--- config.mk ---
export PLATFORM = sky130hd
export DESIGN_NAME = vpva_accum
export DESIGN_NICKNAME = d
export VERILOG_FILES = /design/src/rtl/core/vpva_pkg.sv /design/src/rtl/core/vpva_accum.sv
export SDC_FILE = /design/constraint.sdc
export NUM_CORES = 1
export LEC_CHECK = 0
export ABC_CLOCK_PERIOD_IN_PS = 4750
export CORE_ASPECT_RATIO = 1.2
export CORE_MARGIN = 8
export CORE_UTILIZATION = 65
export CTS_CLUSTER_SIZE = 40
export DETAILED_ROUTE_END_ITERATION = 10
export DONT_BUFFER_PORTS = 1
export PLACE_DENSITY_LB_ADDON = 0.1
export SLEW_MARGIN = 10
export SYNTH_ARGS = -nofsm -noshare
export SYNTH_HDL_FRONTEND = slang
export SYNTH_SLANG_ARGS = --single-unit
--- constraint.sdc ---
create_clock -name clock -period 4.75 [get_ports clock]
set_input_delay 0.2375 -clock clock [delete_from_list [all_inputs] [get_ports clock]]
set_output_delay 0.2375 -clock clock [all_outputs]
set_load 0.02 [all_outputs]
--- src/rtl/core/vpva_pkg.sv ---
// Package for the volume profile value area block: widths, codes, types and helpers.
// Depends on nothing; used by every module of the block.
package vpva_pkg;

   localparam int TICK_W         = 20;
   localparam int COUNT_IN_W     = 9;
   localparam int VOL_W          = 32;
   localparam int LVL_W          = 40;
   localparam int SUM_W          = 48;
   localparam int DROP_W         = 16;
   localparam int PCT_W          = 7;
   localparam int PROD_W         = SUM_W + PCT_W;
   localparam int MAX_LEVELS_DEF = 256;

   localparam logic [PCT_W-1:0] PCT_RESET = 7'd70;
   localparam logic [PCT_W-1:0] PCT_FULL  = 7'd100;

   // Command codes carried by an input transaction.
   typedef enum logic [1:0] {
      CMD_START  = 2'd0,
      CMD_ADD    = 2'd1,
      CMD_FINISH = 2'd2,
      CMD_NONE   = 2'd3
   } cmd_type;

   // Control sequencer states.
   typedef enum logic [2:0] {
      ST_CLEAR,
      ST_IDLE,
      ST_SCAN,
      ST_EX_RD,
      ST_EX_STEP,
      ST_OUT
   } state_type;

   // Commands from the sequencer to the accumulation pipeline.
   typedef struct packed {
      logic add;
      logic clear;
   } acc_cmd_type;

   // Level update saturating at the largest 40-bit value.
   function automatic logic [LVL_W-1:0] sat_level_add(input logic [LVL_W-1:0] a,
                                                       input logic [VOL_W-1:0] b);
      logic [LVL_W:0] s;
      s = {1'b0, a} + (LVL_W + 1)'(b);
      return s[LVL_W] ? {LVL_W{1'b1}} : s[LVL_W-1:0];
   endfunction

   // Sum update saturating at the largest 48-bit value.
   function automatic logic [SUM_W-1:0] sat_sum_add(input logic [SUM_W-1:0] a,
                                                     input logic [LVL_W-1:0] b);
      logic [SUM_W:0] s;
      s = {1'b0, a} + (SUM_W + 1)'(b);
      return s[SUM_W] ? {SUM_W{1'b1}} : s[SUM_W-1:0];
   endfunction

endpackage

--- src/rtl/core/vpva_accum.sv ---
// Add pipeline: window check, read-modify-write of one level with forwarding, totals.
// Depends on vpva_pkg for widths, the command struct and the saturating adders.
module vpva_accum #(
   parameter int MAX_LEVELS = vpva_pkg::MAX_LEVELS_DEF,
   localparam int IDX_W = $clog2(MAX_LEVELS),
   localparam int CNT_W = $clog2(MAX_LEVELS + 1)
) (
   input  logic                          clock,
   input  logic                          reset,
   input  vpva_pkg::acc_cmd_type         acc_cmd,
   input  logic [vpva_pkg::TICK_W-1:0]   tick,
   input  logic [vpva_pkg::VOL_W-1:0]    volume,
   input  logic [vpva_pkg::TICK_W-1:0]   base,
   input  logic [CNT_W-1:0]              levels,
   input  logic [vpva_pkg::LVL_W-1:0]    rd_data,
   output logic [IDX_W-1:0]              rd_addr,
   output logic                          wr_en,
   output logic [IDX_W-1:0]              wr_addr,
   output logic [vpva_pkg::LVL_W-1:0]    wr_data,
   output logic [vpva_pkg::SUM_W-1:0]    running_total,
   output logic [vpva_pkg::DROP_W-1:0]   dropped
);

   logic [vpva_pkg::TICK_W-1:0] offset;
   logic                        hit;

   logic                         s1_valid_ff, s1_valid_in;
   logic                         s1_hit_ff;
   logic [IDX_W-1:0]             s1_idx_ff;
   logic [vpva_pkg::VOL_W-1:0]   s1_vol_ff;
   logic                         fwd_hit_ff, fwd_hit_in;
   logic [vpva_pkg::LVL_W-1:0]   fwd_data_ff;
   logic [vpva_pkg::LVL_W-1:0]   operand;
   logic [vpva_pkg::LVL_W-1:0]   level_sum;

   logic [vpva_pkg::SUM_W-1:0]   total_ff, total_in;
   logic [vpva_pkg::DROP_W-1:0]  drop_ff, drop_in;

   // Window check on the incoming tick; the offset addresses the read.
   always_comb begin
      offset  = tick - base;
      hit     = (tick >= base) && (offset < vpva_pkg::TICK_W'(levels));
      rd_addr = offset[IDX_W-1:0];
   end

   // A back-to-back add to the same level takes the value still being written.
   always_comb begin
      s1_valid_in = acc_cmd.add;
      fwd_hit_in  = acc_cmd.add && hit && s1_valid_ff && s1_hit_ff &&
                    (s1_idx_ff == offset[IDX_W-1:0]);
      operand     = fwd_hit_ff ? fwd_data_ff : rd_data;
      level_sum   = vpva_pkg::sat_level_add(operand, s1_vol_ff);
      wr_en       = s1_valid_ff && s1_hit_ff;
      wr_addr     = s1_idx_ff;
      wr_data     = level_sum;
   end

   // Running total and dropped count; a start clears both.
   always_comb begin
      total_in = total_ff;
      drop_in  = drop_ff;
      if (acc_cmd.clear) begin
         total_in = '0;
         drop_in  = '0;
      end else if (s1_valid_ff) begin
         if (s1_hit_ff) begin
            total_in = vpva_pkg::sat_sum_add(total_ff, vpva_pkg::LVL_W'(s1_vol_ff));
         end else if (drop_ff != {vpva_pkg::DROP_W{1'b1}}) begin
            drop_in = drop_ff + 1'b1;
         end
      end
   end

   always_ff @(posedge clock) begin
      if (reset) begin
         s1_valid_ff <= 1'b0;
         fwd_hit_ff  <= 1'b0;
         total_ff    <= '0;
         drop_ff     <= '0;
      end else begin
         s1_valid_ff <= s1_valid_in;
         fwd_hit_ff  <= fwd_hit_in;
         total_ff    <= total_in;
         drop_ff     <= drop_in;
      end
   end

   // Stage payload.
   always_ff @(posedge clock) begin
      s1_hit_ff   <= hit;
      s1_idx_ff   <= offset[IDX_W-1:0];
      s1_vol_ff   <= volume;
      fwd_data_ff <= level_sum;
   end

   assign running_total = total_ff;
   assign dropped       = drop_ff;

endmodule

==> results.py <==
metrics = {
    "status": {
        "status": "finished clean",
    },
    "clock_network": {
        "htreeDepth": 4,
        "numCtsBuffers": 17,
        "cts_tree": "done",
        "clk_pin_slew_ps": 60,
        "clkLatencyLatePin_ps": 430,
        "cts_max_path_buffers": 2,
        "root_buffer": "clkbuf_16",
        "post-cts-setup-buffer-count": 0,
        "cts_sinks": 147,
    },
    "synthesis": {
        "synth_top_flop_cell": "dfxtp_1",
        "synth_edf_count": 0,
        "synthSimpleGateAreaFrac": 0.1682,
        "ys_async_sr_fraction": 0,
        "synth_common_cells": "dfxtp_1 (147), a21oi_1 (114), nand2_1 (105)",
        "yosysMostFrequentCell": "dfxtp_1",
        "syn_area_um2": 9908,
        "yosysTopAreaCell": "dfxtp_1",
        "synthMuxAreaShare": 0.05089,
        "synthAdderAreaFrac": 0.1235,
        "synth_cell_types": 72,
        "synthTopCellsByArea": "dfxtp_1 (30%), ha_1 (12%), a21oi_1 (5.8%), o21ai_0 (4.5%), xnor2_1 (4.3%)",
        "synth_top_family_by_area": "compound AO/OA/AOI/OAI gates",
        "ys_warn_count": 0,
        "synth_xor_xnor_area_share": 0.08398,
        "syn_nets": 1428,
        "seq_area_frac_synth": 0.2970,
        "avgSynthCellArea_um2": 8.209,
        "synth_seq_cells": 147,
        "synth-compound-area-share": 0.2360,
        "synth_top_area_share": 0.2970,
        "synthCells": 1207,
    },
    "global_route": {
        "grt_pass1_wl_mm": 44.90,
        "track_usage": 0.2884,
        "antenna_found_initial": 4,
        "overflow": 0,
        "grt_max_degree": 54,
        "first_global_vias": 8921,
    },
    "timing": {
        "slew_headroom": 0.2609,
        "setup-tns-final_ps": 0,
        "setup-violations-final": 0,
        "tightest_slew_ps": 1109,
        "finalMaxSlewViolations": 0,
        "clock_skew_ps": 8.327,
        "layout_min_cycle_time_ps": 4394,
        "fmax_mhz": 227.6,
        "period_share": 0.9250,
        "rsz0062_at_grt": "no",
        "hold_viol": 0,
    },
    "drt": {
        "firstDrtPassIters": 5,
        "wl_met3_mm": 2.893,
        "routed_wl_mm": 28.74,
        "drc_errors": 0,
        "drt-initial-drc-count": 640,
        "vias_per_cell": 6.367,
        "wl_met1_mm": 11.59,
        "wire_per_inst_um": 19.84,
        "highest_layer": "met4",
        "wl_met2_mm": 13.53,
        "ant_nets": 0,
        "num_vias": 9226,
    },
    "final_layout": {
        "nFillCells": 1213,
        "drive_above_1_share": 0.08058,
        "nets": 1449,
        "areaGrowthSynthToFinish_pct": 11.53,
        "final_area_um2": 11050,
        "postLayoutCoreUtil": 0.7387,
    },
    "critical_path": {
        "crit_chain": "mux2_2 -> ha_1 -> inv_1 -> fa_1 -> nand2b_1 -> a21oi_1 -> o41ai_1 -> buf_4 -> o311ai_0 -> o31ai_1 -> a221oi_1 -> o22ai_1 -> xor2_1 -> nand2_1",
        "r2r-start": "running_total[0]",
        "cp-end-kind": "output pin",
        "cp.required_ps": 4510,
        "reg2regPathDepth": 12,
        "max_stage_delay_ps": 570,
        "cp_num_cells": 14,
        "start_kind": "register",
        "rr_endpoint": "running_total[45]",
        "cp_max_fo": 15,
        "critPathBufInv": 2,
        "arrival_ps": 4160,
        "r2r_slack_ps": 710,
        "critPathKind": "reg2out",
        "cp-startpoint": "fwd_hit_ff",
        "endpoint": "wr_data[28]",
        "critPathTopFamily": "compound AO/OA/AOI/OAI gates",
        "slowest_stage": "dfxtp_2",
    },
    "place": {
        "placed_area_um2": 10100,
        "portBuffers": 0,
        "place_congestion": 0.9906,
        "dp_hpwl_mm": 21.49,
    },
    "hold_path": {
        "hp-class": "in2reg",
    },
    "power": {
        "finalPower_w": 0.003531,
        "power_density_nw_per_um2": 319.5,
        "ir_drop_uv": 264.4,
        "power_leakage_nw": 4.689,
    },
    "floorplanning": {
        "initial_core_util": 0.6623,
        "die_w_um": 128.7,
        "num_rows": 49,
        "ios": 246,
        "die-area_um2": 19470,
        "dieHeight_um": 151.3,
        "core_area_um2": 14960,
    },
    "job": {
        "max-cap-violations": 0,
    },
}
==> layer usage <==
layer,global-route usage,vias up
met3,0.1011,53
met4,0.1054,0
met5,0,-
met2,0.4810,394
met1,0.3343,4343
li1,-,4436
==> kinds of logic (layout without fill, tap and decap cells) <==
group / count (synthesis) / count (layout)
other: 0 / 4
xor gates and xnor gates: 95 / 95
DFF: 147 / 147
buffers and inverters: 104 / 138
and+or+nand+nor: 344 / 344
AOI/OAI and AO/OA: 376 / 376
muxes: 45 / 45
adders and majority gates: 96 / 96
==> worst min path at each step <==
stage | end | start | slack [ps] | depth (start not counted)
3_5_place_dp | s1_vol_ff[28] | volume[28] | 270 | 0
4_1_cts | fwd_data_ff[38] | rd_data[38] | 150 | 1
2_1_floorplan | s1_vol_ff[0] | volume[0] | 270 | 0
5_1_grt | fwd_data_ff[38] | rd_data[38] | 160 | 1
3_3_place_gp | s1_vol_ff[7] | volume[7] | 270 | 0
6_report | fwd_data_ff[38] | rd_data[38] | 160 | 1
==> power breakdown <==
part           internal (W)  switching [W]  leakage (nW)  total [W]
clock              0.000759       0.000563         0.280    0.00132
sequential          0.00133      0.0000674          1.22    0.00140
combinational      0.000296       0.000516          3.19   0.000812
==> cells in the final DEF (no fill, tap or decap), drive strengths merged, types with 25 or more instances in the layout <==
master	count
nand3	25
xor2	46
a21oi	115
nand2	105
mux2	33
nand4	31
dfxtp	147
xnor2	49
a21o	33
dlygate4sd3	34
ha	93
nor2	87
o21ai	95
a31oi	30
inv	63
==> sequential cells by signal, indices dropped and copies added, names as in the netlist <==
register,count
wr_addr,8
dropped,16
s1_valid_ff,1
fwd_data_ff,40
fwd_hit_ff,1
s1_vol_ff,32
running_total,48
s1_hit_ff,1
==> final cells by class <==
type / count / area (µm²) / area share
timing repair buffer: 48 / 457.9 / 0.04144
tap: 204 / 255.2 / 0.02310
sequential: 147 / 2944 / 0.2664
clock inverter: 12 / 118.9 / 0.01076
inverter: 58 / 217.7 / 0.01970
antenna: 4 / 10.01 / 0.0009058
clock buffer: 20 / 456.7 / 0.04133
multi-input combinational: 956 / 6590 / 0.5964
==> per-stage QoR <==
step           setup slack, ps  hold slack [ps]  instances
2_1_floorplan            301.8            265.2       1207
3_3_place_gp             648.0            265.3       1379
3_5_place_dp             469.8            265.3       1379
4_1_cts                  8.872            150.1       1445
5_1_grt                  26.08            160.4       1449
6_report                 356.5            159.0       1449
==> what timing repair did <==
action | 4_1_cts | 5_1_grt
endpoints found under the hold margin | 33 | 0
hold buffers | 34 | 0
resized for setup | 0 | 7
endpoints found under the setup margin | 0 | 6
Note: power is estimated with default switching activity, not from simulation.
