`src/rtl/core/vpva_pkg.sv`:
```
// Package for the volume profile value area block: widths, codes, types and helpers.
// Depends on nothing; used by every module of the block.
package vpva_pkg;

   localparam int TICK_W         = 20;
   localparam int COUNT_IN_W     = 9;
   localparam int VOL_W          = 32;
   localparam int LVL_W          = 40;
   localparam int SUM_W          = 48;
   localparam int DROP_W         = 16;
   localparam int PCT_W          = 7;
   localparam int PROD_W         = SUM_W + PCT_W;
   localparam int MAX_LEVELS_DEF = 256;

   localparam logic [PCT_W-1:0] PCT_RESET = 7'd70;
   localparam logic [PCT_W-1:0] PCT_FULL  = 7'd100;

   // Command codes carried by an input transaction.
   typedef enum logic [1:0] {
      CMD_START  = 2'd0,
      CMD_ADD    = 2'd1,
      CMD_FINISH = 2'd2,
      CMD_NONE   = 2'd3
   } cmd_type;

   // Control sequencer states.
   typedef enum logic [2:0] {
      ST_CLEAR,
      ST_IDLE,
      ST_SCAN,
      ST_EX_RD,
      ST_EX_STEP,
      ST_OUT
   } state_type;

   // Commands from the sequencer to the accumulation pipeline.
   typedef struct packed {
      logic add;
      logic clear;
   } acc_cmd_type;

   // Level update saturating at the largest 40-bit value.
   function automatic logic [LVL_W-1:0] sat_level_add(input logic [LVL_W-1:0] a,
                                                       input logic [VOL_W-1:0] b);
      logic [LVL_W:0] s;
      s = {1'b0, a} + (LVL_W + 1)'(b);
      return s[LVL_W] ? {LVL_W{1'b1}} : s[LVL_W-1:0];
   endfunction

   // Sum update saturating at the largest 48-bit value.
   function automatic logic [SUM_W-1:0] sat_sum_add(input logic [SUM_W-1:0] a,
                                                     input logic [LVL_W-1:0] b);
      logic [SUM_W:0] s;
      s = {1'b0, a} + (SUM_W + 1)'(b);
      return s[SUM_W] ? {SUM_W{1'b1}} : s[SUM_W-1:0];
   endfunction

endpackage

```
`src/rtl/core/vpva_ctrl.sv`:
```
// Sequencer: window registers, clearing sweep, maximum scan, value area expansion, result.
// Depends on vpva_pkg for widths, codes, states and the saturating adder.
module vpva_ctrl #(
   parameter int MAX_LEVELS = vpva_pkg::MAX_LEVELS_DEF,
   localparam int IDX_W = $clog2(MAX_LEVELS),
   localparam int CNT_W = $clog2(MAX_LEVELS + 1)
) (
   input  logic                              clock,
   input  logic                              reset,
   input  logic                              req_valid,
   output logic                              req_stall,
   input  logic [1:0]                        req_command,
   input  logic [vpva_pkg::TICK_W-1:0]       req_price_tick,
   input  logic [vpva_pkg::COUNT_IN_W-1:0]   req_level_count,
   input  logic                              csr_write_enable,
   input  logic [vpva_pkg::PCT_W-1:0]        csr_write_data,
   output vpva_pkg::acc_cmd_type             acc_cmd,
   output logic [vpva_pkg::TICK_W-1:0]       base,
   output logic [CNT_W-1:0]                  levels,
   input  logic [vpva_pkg::SUM_W-1:0]        running_total,
   input  logic [vpva_pkg::DROP_W-1:0]       dropped,
   input  logic [IDX_W-1:0]                  add_rd_addr,
   input  logic                              add_wr_en,
   input  logic [IDX_W-1:0]                  add_wr_addr,
   input  logic [vpva_pkg::LVL_W-1:0]        add_wr_data,
   output logic                              mem_wr_en,
   output logic [IDX_W-1:0]                  mem_wr_addr,
   output logic [vpva_pkg::LVL_W-1:0]        mem_wr_data,
   output logic [IDX_W-1:0]                  mem_rd_addr_a,
   output logic [IDX_W-1:0]                  mem_rd_addr_b,
   input  logic [vpva_pkg::LVL_W-1:0]        mem_rd_data_a,
   input  logic [vpva_pkg::LVL_W-1:0]        mem_rd_data_b,
   output logic                              rsp_valid,
   input  logic                              rsp_stall,
   output logic [vpva_pkg::TICK_W-1:0]       rsp_poc_tick,
   output logic [vpva_pkg::LVL_W-1:0]        rsp_poc_volume,
   output logic [vpva_pkg::TICK_W-1:0]       rsp_area_high_tick,
   output logic [vpva_pkg::TICK_W-1:0]       rsp_area_low_tick,
   output logic [vpva_pkg::SUM_W-1:0]        rsp_area_volume,
   output logic [vpva_pkg::SUM_W-1:0]        rsp_total_volume,
   output logic [vpva_pkg::DROP_W-1:0]       rsp_dropped_count,
   output logic                              rsp_empty_res
);

   localparam int CMP_W = (CNT_W > vpva_pkg::COUNT_IN_W) ? CNT_W : vpva_pkg::COUNT_IN_W;

   vpva_pkg::state_type state_ff, state_in;

   logic [vpva_pkg::TICK_W-1:0]  base_ff, base_in;
   logic [CNT_W-1:0]             levels_ff, levels_in;
   logic [vpva_pkg::PCT_W-1:0]   pct_ff;
   logic [CNT_W-1:0]             clr_idx_ff, clr_idx_in;
   logic [CNT_W-1:0]             rd_idx_ff, rd_idx_in;
   logic                         scan_vld_ff, scan_vld_in;
   logic [IDX_W-1:0]             scan_idx_ff, scan_idx_in;
   logic [vpva_pkg::LVL_W-1:0]   best_ff, best_in;
   logic [IDX_W-1:0]             poc_ff, poc_in;
   logic [vpva_pkg::SUM_W-1:0]   area_ff, area_in;
   logic [CNT_W-1:0]             up_ff, up_in;
   logic [IDX_W-1:0]             down_ff, down_in;
   logic [vpva_pkg::PROD_W-1:0]  target_ff, target_in;
   logic [vpva_pkg::PROD_W-1:0]  area100_ff, area100_in;
   logic                         empty_ff, empty_in;
   logic                         rsp_valid_ff, rsp_valid_in;
   logic                         rsp_load;

   logic [vpva_pkg::TICK_W-1:0]  poc_tick_ff;
   logic [vpva_pkg::LVL_W-1:0]   poc_volume_ff;
   logic [vpva_pkg::TICK_W-1:0]  high_tick_ff;
   logic [vpva_pkg::TICK_W-1:0]  low_tick_ff;
   logic [vpva_pkg::SUM_W-1:0]   area_volume_ff;
   logic [vpva_pkg::SUM_W-1:0]   total_volume_ff;
   logic [vpva_pkg::DROP_W-1:0]  dropped_count_ff;
   logic                         empty_res_ff;

   logic                         accept;
   logic [CMP_W-1:0]             count_ext;
   logic [CNT_W-1:0]             count_clamped;
   logic [vpva_pkg::PCT_W-1:0]   pct_clamped;
   logic                         up_ok;
   logic                         down_ok;
   logic [vpva_pkg::LVL_W-1:0]   up_vol;
   logic [vpva_pkg::LVL_W-1:0]   down_vol;

   // A zero level count means one level; a count above the store depth saturates.
   always_comb begin
      count_ext = CMP_W'(req_level_count);
      if (count_ext == '0) begin
         count_clamped = CNT_W'(1);
      end else if (count_ext > CMP_W'(MAX_LEVELS)) begin
         count_clamped = CNT_W'(MAX_LEVELS);
      end else begin
         count_clamped = CNT_W'(count_ext);
      end
      pct_clamped = (pct_ff > vpva_pkg::PCT_FULL) ? vpva_pkg::PCT_FULL : pct_ff;
   end

   // Next state and datapath control.
   always_comb begin
      state_in    = state_ff;
      base_in     = base_ff;
      levels_in   = levels_ff;
      clr_idx_in  = clr_idx_ff;
      rd_idx_in   = rd_idx_ff;
      scan_vld_in = 1'b0;
      scan_idx_in = scan_idx_ff;
      best_in     = best_ff;
      poc_in      = poc_ff;
      area_in     = area_ff;
      up_in       = up_ff;
      down_in     = down_ff;
      target_in   = target_ff;
      area100_in  = area100_ff;
      empty_in    = empty_ff;
      rsp_load    = 1'b0;
      acc_cmd     = '0;
      req_stall   = (state_ff != vpva_pkg::ST_IDLE);
      accept      = req_valid && !req_stall;
      up_ok       = (up_ff < levels_ff);
      down_ok     = (down_ff != '0);
      up_vol      = up_ok ? mem_rd_data_a : '0;
      down_vol    = down_ok ? mem_rd_data_b : '0;

      mem_wr_en     = add_wr_en;
      mem_wr_addr   = add_wr_addr;
      mem_wr_data   = add_wr_data;
      mem_rd_addr_a = up_ff[IDX_W-1:0];
      mem_rd_addr_b = down_ff - 1'b1;

      case (state_ff)
         vpva_pkg::ST_CLEAR: begin
            // Zero one level a cycle across the window.
            mem_wr_en   = 1'b1;
            mem_wr_addr = clr_idx_ff[IDX_W-1:0];
            mem_wr_data = '0;
            if (clr_idx_ff + 1'b1 == levels_ff) begin
               state_in = vpva_pkg::ST_IDLE;
            end else begin
               clr_idx_in = clr_idx_ff + 1'b1;
            end
         end
         vpva_pkg::ST_IDLE: begin
            mem_rd_addr_a = add_rd_addr;
            if (accept) begin
               case (req_command)
                  vpva_pkg::CMD_START: begin
                     acc_cmd.clear = 1'b1;
                     base_in       = req_price_tick;
                     levels_in     = count_clamped;
                     clr_idx_in    = '0;
                     state_in      = vpva_pkg::ST_CLEAR;
                  end
                  vpva_pkg::CMD_ADD: begin
                     acc_cmd.add = 1'b1;
                  end
                  vpva_pkg::CMD_FINISH: begin
                     rd_idx_in = '0;
                     best_in   = '0;
                     poc_in    = '0;
                     empty_in  = 1'b0;
                     state_in  = vpva_pkg::ST_SCAN;
                  end
                  default: begin
                  end
               endcase
            end
         end
         vpva_pkg::ST_SCAN: begin
            // Stream the window through port A; keep the first strict maximum.
            mem_rd_addr_a = rd_idx_ff[IDX_W-1:0];
            target_in     = vpva_pkg::PROD_W'(running_total) * vpva_pkg::PROD_W'(pct_clamped);
            if (scan_vld_ff && (mem_rd_data_a > best_ff)) begin
               best_in = mem_rd_data_a;
               poc_in  = scan_idx_ff;
            end
            if (rd_idx_ff < levels_ff) begin
               rd_idx_in   = rd_idx_ff + 1'b1;
               scan_vld_in = 1'b1;
               scan_idx_in = rd_idx_ff[IDX_W-1:0];
            end else if (running_total == '0) begin
               empty_in = 1'b1;
               state_in = vpva_pkg::ST_OUT;
            end else begin
               area_in  = vpva_pkg::SUM_W'(best_in);
               up_in    = CNT_W'(poc_in) + 1'b1;
               down_in  = poc_in;
               state_in = vpva_pkg::ST_EX_RD;
            end
         end
         vpva_pkg::ST_EX_RD: begin
            // Fetch both neighbours and scale the area by one hundred.
            area100_in = (vpva_pkg::PROD_W'(area_ff) << 6) + (vpva_pkg::PROD_W'(area_ff) << 5) +
                         (vpva_pkg::PROD_W'(area_ff) << 2);
            state_in   = vpva_pkg::ST_EX_STEP;
         end
         vpva_pkg::ST_EX_STEP: begin
            // Grow toward the larger neighbour, upward on a tie.
            if ((area100_ff < target_ff) && (up_ok || down_ok)) begin
               if (up_ok && ((up_vol >= down_vol) || !down_ok)) begin
                  area_in = vpva_pkg::sat_sum_add(area_ff, up_vol);
                  up_in   = up_ff + 1'b1;
               end else begin
                  area_in = vpva_pkg::sat_sum_add(area_ff, down_vol);
                  down_in = down_ff - 1'b1;
               end
               state_in = vpva_pkg::ST_EX_RD;
            end else begin
               state_in = vpva_pkg::ST_OUT;
            end
         end
         vpva_pkg::ST_OUT: begin
            if (!rsp_valid_ff || !rsp_stall) begin
               rsp_load = 1'b1;
               state_in = vpva_pkg::ST_IDLE;
            end
         end
         default: begin
            state_in = vpva_pkg::ST_IDLE;
         end
      endcase

      rsp_valid_in = rsp_load || (rsp_valid_ff && rsp_stall);
   end

   // Control state.
   always_ff @(posedge clock) begin
      if (reset) begin
         state_ff     <= vpva_pkg::ST_CLEAR;
         base_ff      <= '0;
         levels_ff    <= CNT_W'(1);
         clr_idx_ff   <= '0;
         pct_ff       <= vpva_pkg::PCT_RESET;
         scan_vld_ff  <= 1'b0;
         rsp_valid_ff <= 1'b0;
      end else begin
         state_ff     <= state_in;
         base_ff      <= base_in;
         levels_ff    <= levels_in;
         clr_idx_ff   <= clr_idx_in;
         scan_vld_ff  <= scan_vld_in;
         rsp_valid_ff <= rsp_valid_in;
         if (csr_write_enable) begin
            pct_ff <= csr_write_data;
         end
      end
   end

   // Working registers of the scan and the expansion.
   always_ff @(posedge clock) begin
      rd_idx_ff   <= rd_idx_in;
      scan_idx_ff <= scan_idx_in;
      best_ff     <= best_in;
      poc_ff      <= poc_in;
      area_ff     <= area_in;
      up_ff       <= up_in;
      down_ff     <= down_in;
      target_ff   <= target_in;
      area100_ff  <= area100_in;
      empty_ff    <= empty_in;
   end

   // Result register; an empty profile reports zeros apart from the dropped count.
   always_ff @(posedge clock) begin
      if (rsp_load) begin
         dropped_count_ff <= dropped;
         empty_res_ff     <= empty_ff;
         if (empty_ff) begin
            poc_tick_ff     <= '0;
            poc_volume_ff   <= '0;
            high_tick_ff    <= '0;
            low_tick_ff     <= '0;
            area_volume_ff  <= '0;
            total_volume_ff <= '0;
         end else begin
            poc_tick_ff     <= base_ff + vpva_pkg::TICK_W'(poc_ff);
            poc_volume_ff   <= best_ff;
            high_tick_ff    <= base_ff + vpva_pkg::TICK_W'(up_ff) - 1'b1;
            low_tick_ff     <= base_ff + vpva_pkg::TICK_W'(down_ff);
            area_volume_ff  <= area_ff;
            total_volume_ff <= running_total;
         end
      end
   end

   assign base               = base_ff;
   assign levels             = levels_ff;
   assign rsp_valid          = rsp_valid_ff;
   assign rsp_poc_tick       = poc_tick_ff;
   assign rsp_poc_volume     = poc_volume_ff;
   assign rsp_area_high_tick = high_tick_ff;
   assign rsp_area_low_tick  = low_tick_ff;
   assign rsp_area_volume    = area_volume_ff;
   assign rsp_total_volume   = total_volume_ff;
   assign rsp_dropped_count  = dropped_count_ff;
   assign rsp_empty_res      = empty_res_ff;

endmodule

```
`config.mk`:
```
export PLATFORM = sky130hd
export DESIGN_NAME = vpva_ctrl
export DESIGN_NICKNAME = d
export VERILOG_FILES = /design/src/rtl/core/vpva_pkg.sv /design/src/rtl/core/vpva_ctrl.sv
export SDC_FILE = /design/constraint.sdc
export NUM_CORES = 2
export LEC_CHECK = 0
export BUFFER_PORTS_ARGS = -buffer_cell sky130_fd_sc_hd__buf_4
export CORE_ASPECT_RATIO = 0.75
export CORE_MARGIN = 2
export CORE_UTILIZATION = 45
export DETAILED_ROUTE_END_ITERATION = 12
export GPL_TIMING_DRIVEN = 1
export PLACE_DENSITY = 0.68
export SLEW_MARGIN = 40
export SYNTH_ARGS = -nofsm -noshare
export SYNTH_HDL_FRONTEND = slang
export SYNTH_SLANG_ARGS = --single-unit
```
`constraint.sdc`:
```
create_clock -name clock -period 15 [get_ports clock]
set_input_delay 1.5 -clock clock [delete_from_list [all_inputs] [get_ports clock]]
set_output_delay 1.5 -clock clock [all_outputs]
set_load 0.02 [all_outputs]
```
==> impl_metrics.json <==
{
  "outcome": "complete, no violations",
  "crit_start": "pct_ff[5]",
  "io_pins": 555,
  "setup_violations": 0,
  "synth.net_count": 5446,
  "endpoint_kind": "register",
  "setup.worst_path.end": "target_ff[53]",
  "clock_tree.buffer_depth": 3,
  "synth.distinct_cells": 80,
  "syn_to_final_growth_pct": 17.1,
  "max_slew_margin": 0.407,
  "report.final.slew_viol_count": 0,
  "hpwl_um": 97300,
  "skew_ns": 0.0281,
  "clk_latency_ns": 0.64,
  "crit_type": "register to register",
  "grt-ovfl-total": 0,
  "worst_pin_slew_ns": 0.890,
  "hp-start": "clr_idx_ff[8]",
  "cts_made_buffers": 58,
  "powerDensity_nw_per_um2": 101,
  "viasPerCell": 5.51,
  "die_x_um": 365,
  "io_buffers": 554,
  "cts.clk_slew.worst_paths_ns": 0.07,
  "critPathMaxFanout": 85,
  "hold_path.class": "register to register",
  "syn_inst": 4506,
  "muxShareOfSynthArea": 0.0179,
  "via_count": 35000,
  "ys_ff_latch": 502,
  "die_h_um": 274,
  "drv_cap": 0,
  "critPathRequiredTime_ns": 15.38,
  "wl_per_cell_um": 19.7,
  "ff_latch_area_um2": 14600,
  "setup.worst_path.start_class": "register",
  "antenna_found_initial": 2,
  "synth_compound_area_frac": 0.133,
  "stdcell_count": 6358,
  "diodes": 0,
  "synth_fa_ha_area_frac": 0.246,
  "timing.rr.start": "pct_ff[5]",
  "initial_core_util": 0.453,
  "drive_gt1_frac": 0.144,
  "cts_resized": 0,
  "yosys.area.top_type": "edfxtp_1",
  "timing.setup.tns_ns": 0,
  "htreeDepth": 2,
  "cts.sinks": 502,
  "rsz0062_at_grt": "false",
  "layout.nets": 5941,
  "fill_cells": 8767,
  "rr_worst_depth": 23,
  "p_leak_nw": 23.2,
  "synth_xor_area_frac": 0.0461,
  "hold_violations": 0,
  "synth_edf_count": 452,
  "drt_pass1_iterations": 8,
  "r2r_end": "target_ff[53]",
  "multi_input_area_um2": 27100,
  "track_usage": 0.246,
  "hold_buffers": 0,
  "synth_ff_type": "edfxtp_1",
  "netlist.area_leader.share": 0.309,
  "ys_seq_area_frac": 0.332,
  "grt_pass1_wl_um": 194000,
  "cts_root_buffer": "clkbuf_16",
  "dp_cells": 6253,
  "first_global_vias": 34400,
  "core.rowCount": 99,
  "fin_crit_sh": 0.481,
  "drtAntennaViolNets": 0,
  "post_cts.repair.setup_buffers": 0,
  "yosys-top-cells-area": "edfxtp_1, fa_1, ha_1",
  "syn_area_um2": 43900,
  "gp_congestion": 0.917,
  "min_period_ns": 7.21,
  "grt_max_degree": 145,
  "cts_tree": "done",
  "fp.coreArea_um2": 97000,
  "async_flop_share": 0,
  "fmax_mhz": 139,
  "vdd.ir_drop.worst_mv": 0.0899,
  "first_iter_violations": 2943,
  "yosysWarnings": 0,
  "dieArea_um2": 100000,
  "r2r_slack_ns": 7.79,
  "worstPathArrival_ns": 7.59,
  "synth-simple-area-share": 0.173,
  "hold_path_depth": 2,
  "synth_top_family_by_area": "adder cells",
  "synth_area_per_cell_um2": 9.74,
  "totalWireLength_um": 125000,
  "whs_ns": 0.522,
  "drcViolationCount": 0
}
-- kinds of logic (layout without fill, tap and decap cells) --
kind of cell	count (synthesis)	in the layout
adders and majority gates	696	696
xor gates and xnor gates	231	231
and+or+nand+nor	1477	1477
buffers and inverters	612	1151
DFF	502	502
muxes	77	77
AOI/OAI and AO/OA	911	911
-- flip-flops by register name, indices dropped and copies added, names as in the netlist, 8 cells and up --
| signal | cells |
|---|---|
| poc_ff | 8 |
| target_ff | 55 |
| up_ff | 9 |
| clr_idx_ff | 9 |
| area_ff | 48 |
| best_ff | 40 |
| rsp_area_low_tick | 20 |
| rsp_total_volume | 48 |
| base | 20 |
| scan_idx_ff | 8 |
| rsp_dropped_count | 16 |
| area100_ff | 53 |
| rsp_area_volume | 48 |
| rsp_area_high_tick | 20 |
| levels | 9 |
| down_ff | 8 |
| rsp_poc_tick | 20 |
| rsp_poc_volume | 40 |
| rd_idx_ff | 9 |
-- final cells by class --
class,count,share of cell area
clock buffers,67,0.0293
clock inverters,37,0.00684
inverters,457,0.0334
multi-input cells,3392,0.527
flip-flops and latches,502,0.284
well taps,1313,0.0320
repair buffers,590,0.0879
-- per-layer routing --
metal / global-route usage / vias to the layer above / routed length [µm]
li1: - / 16700 / -
met2: 0.408 / 1140 / 58900
met4: 0.0592 / 0 / 2940
met5: 0 / - / 0
met3: 0.0418 / 168 / 8570
met1: 0.336 / 17000 / 54800
-- Yosys cell counts, types with 9 or more instances --
cell,instances
or2_2,12
a21o_1,134
o211ai_1,21
or3_1,24
o21ai_0,188
nand2_1,303
fa_1,279
nor4_1,19
xor2_1,72
o221ai_1,12
and2_1,236
xnor2_1,159
clkbuf_1,138
o31ai_1,18
a21boi_0,15
nor2b_1,192
a221oi_1,9
a221o_1,10
nand2b_1,37
dfxtp_1,50
buf_1,10
and3_1,113
a21oi_1,271
nand3b_1,13
nand3_1,63
inv_1,457
o21a_1,39
nor3_1,69
nand4_1,52
edfxtp_1,452
ha_1,417
mux2i_1,68
o22ai_1,30
nor2_1,324
a31oi_1,27
o21bai_1,25
a211oi_1,31
-- stage by stage --
| step | instance area (µm²) | setup slack, ns | power (mW) | utilization |
|---|---|---|---|---|
| 4_1_cts | 51400 | 7.94 | 5.24 | 0.530 |
| 2_1_floorplan | 43900 | 2.66 | 3.21 | - |
| 6_report | 51400 | 7.79 | 5.19 | 0.530 |
| 3_5_place_dp | 49500 | 7.78 | 3.80 | 0.510 |
| 5_1_grt | 51400 | 7.30 | 5.57 | 0.530 |
| 3_3_place_gp | 49400 | 7.86 | 3.76 | 0.509 |
-- report_power, final --
part / switching, mW / total (mW) / internal [mW]
clock network: 0.612 / 1.43 / 0.818
logic: 1.23 / 2.11 / 0.880
registers: 0.0261 / 1.65 / 1.62
total: 1.87 / 5.19 / 3.32
-- how the worst min path moves through the flow --
stage / to / slack, ns
floorplan: pct_ff[0] / 0.47
global placement: clr_idx_ff[8] / 0.49
detailed placement: clr_idx_ff[8] / 0.51
CTS: clr_idx_ff[8] / 0.52
global route: levels[3] / 0.55
finish: clr_idx_ff[8] / 0.52
-- cell usage in the layout (no fill, tap or decap), drive strengths merged, types with 9 or more instances in the layout --
cell    netlist  final
a21oi       271    271
buf          17    590
xnor2       159    159
o21a         40     40
and3        113    113
a221oi        9      9
a31oi        27     27
nand4        52     52
mux2i        69     69
or2          13     13
a221o        10     10
ha          417    417
nand2b       37     37
nor2        325    325
edfxtp      452    452
a211oi       32     32
o211ai       21     21
o21bai       26     26
and2        237    237
nor4         19     19
clkinv        0     20
o22ai        30     30
or3          24     24
nand2       303    303
nor3         69     69
nand3b       13     13
xor2         72     72
dfxtp        50     50
a21boi       16     16
fa          279    279
o221ai       12     12
o31ai        20     20
nand3        63     63
nor2b       192    192
o21ai       190    190
clkbuf      138     67
inv         457    460
a21o        134    134
-- worst max-delay path, cell delays in order (launching register included) --
cell	delay, ns
dfxtp_1	0.31
nand2_1	0.08
buf_4	0.62
and2_0	0.67
nand2_1	0.17
fa_1	0.55
inv_1	0.04
ha_1	0.18
inv_1	0.07
fa_1	0.45
fa_1	0.56
inv_1	0.04
ha_1	0.32
o21ai_0	0.11
o21ai_0	0.24
nand4_1	0.16
o21ai_0	0.66
o211ai_1	0.36
a41oi_1	0.33
o21ai_0	0.19
a21boi_0	0.32
nor3_1	0.09
o31ai_1	0.30
xnor2_1	0.10
(Power assumes the default switching activity.)
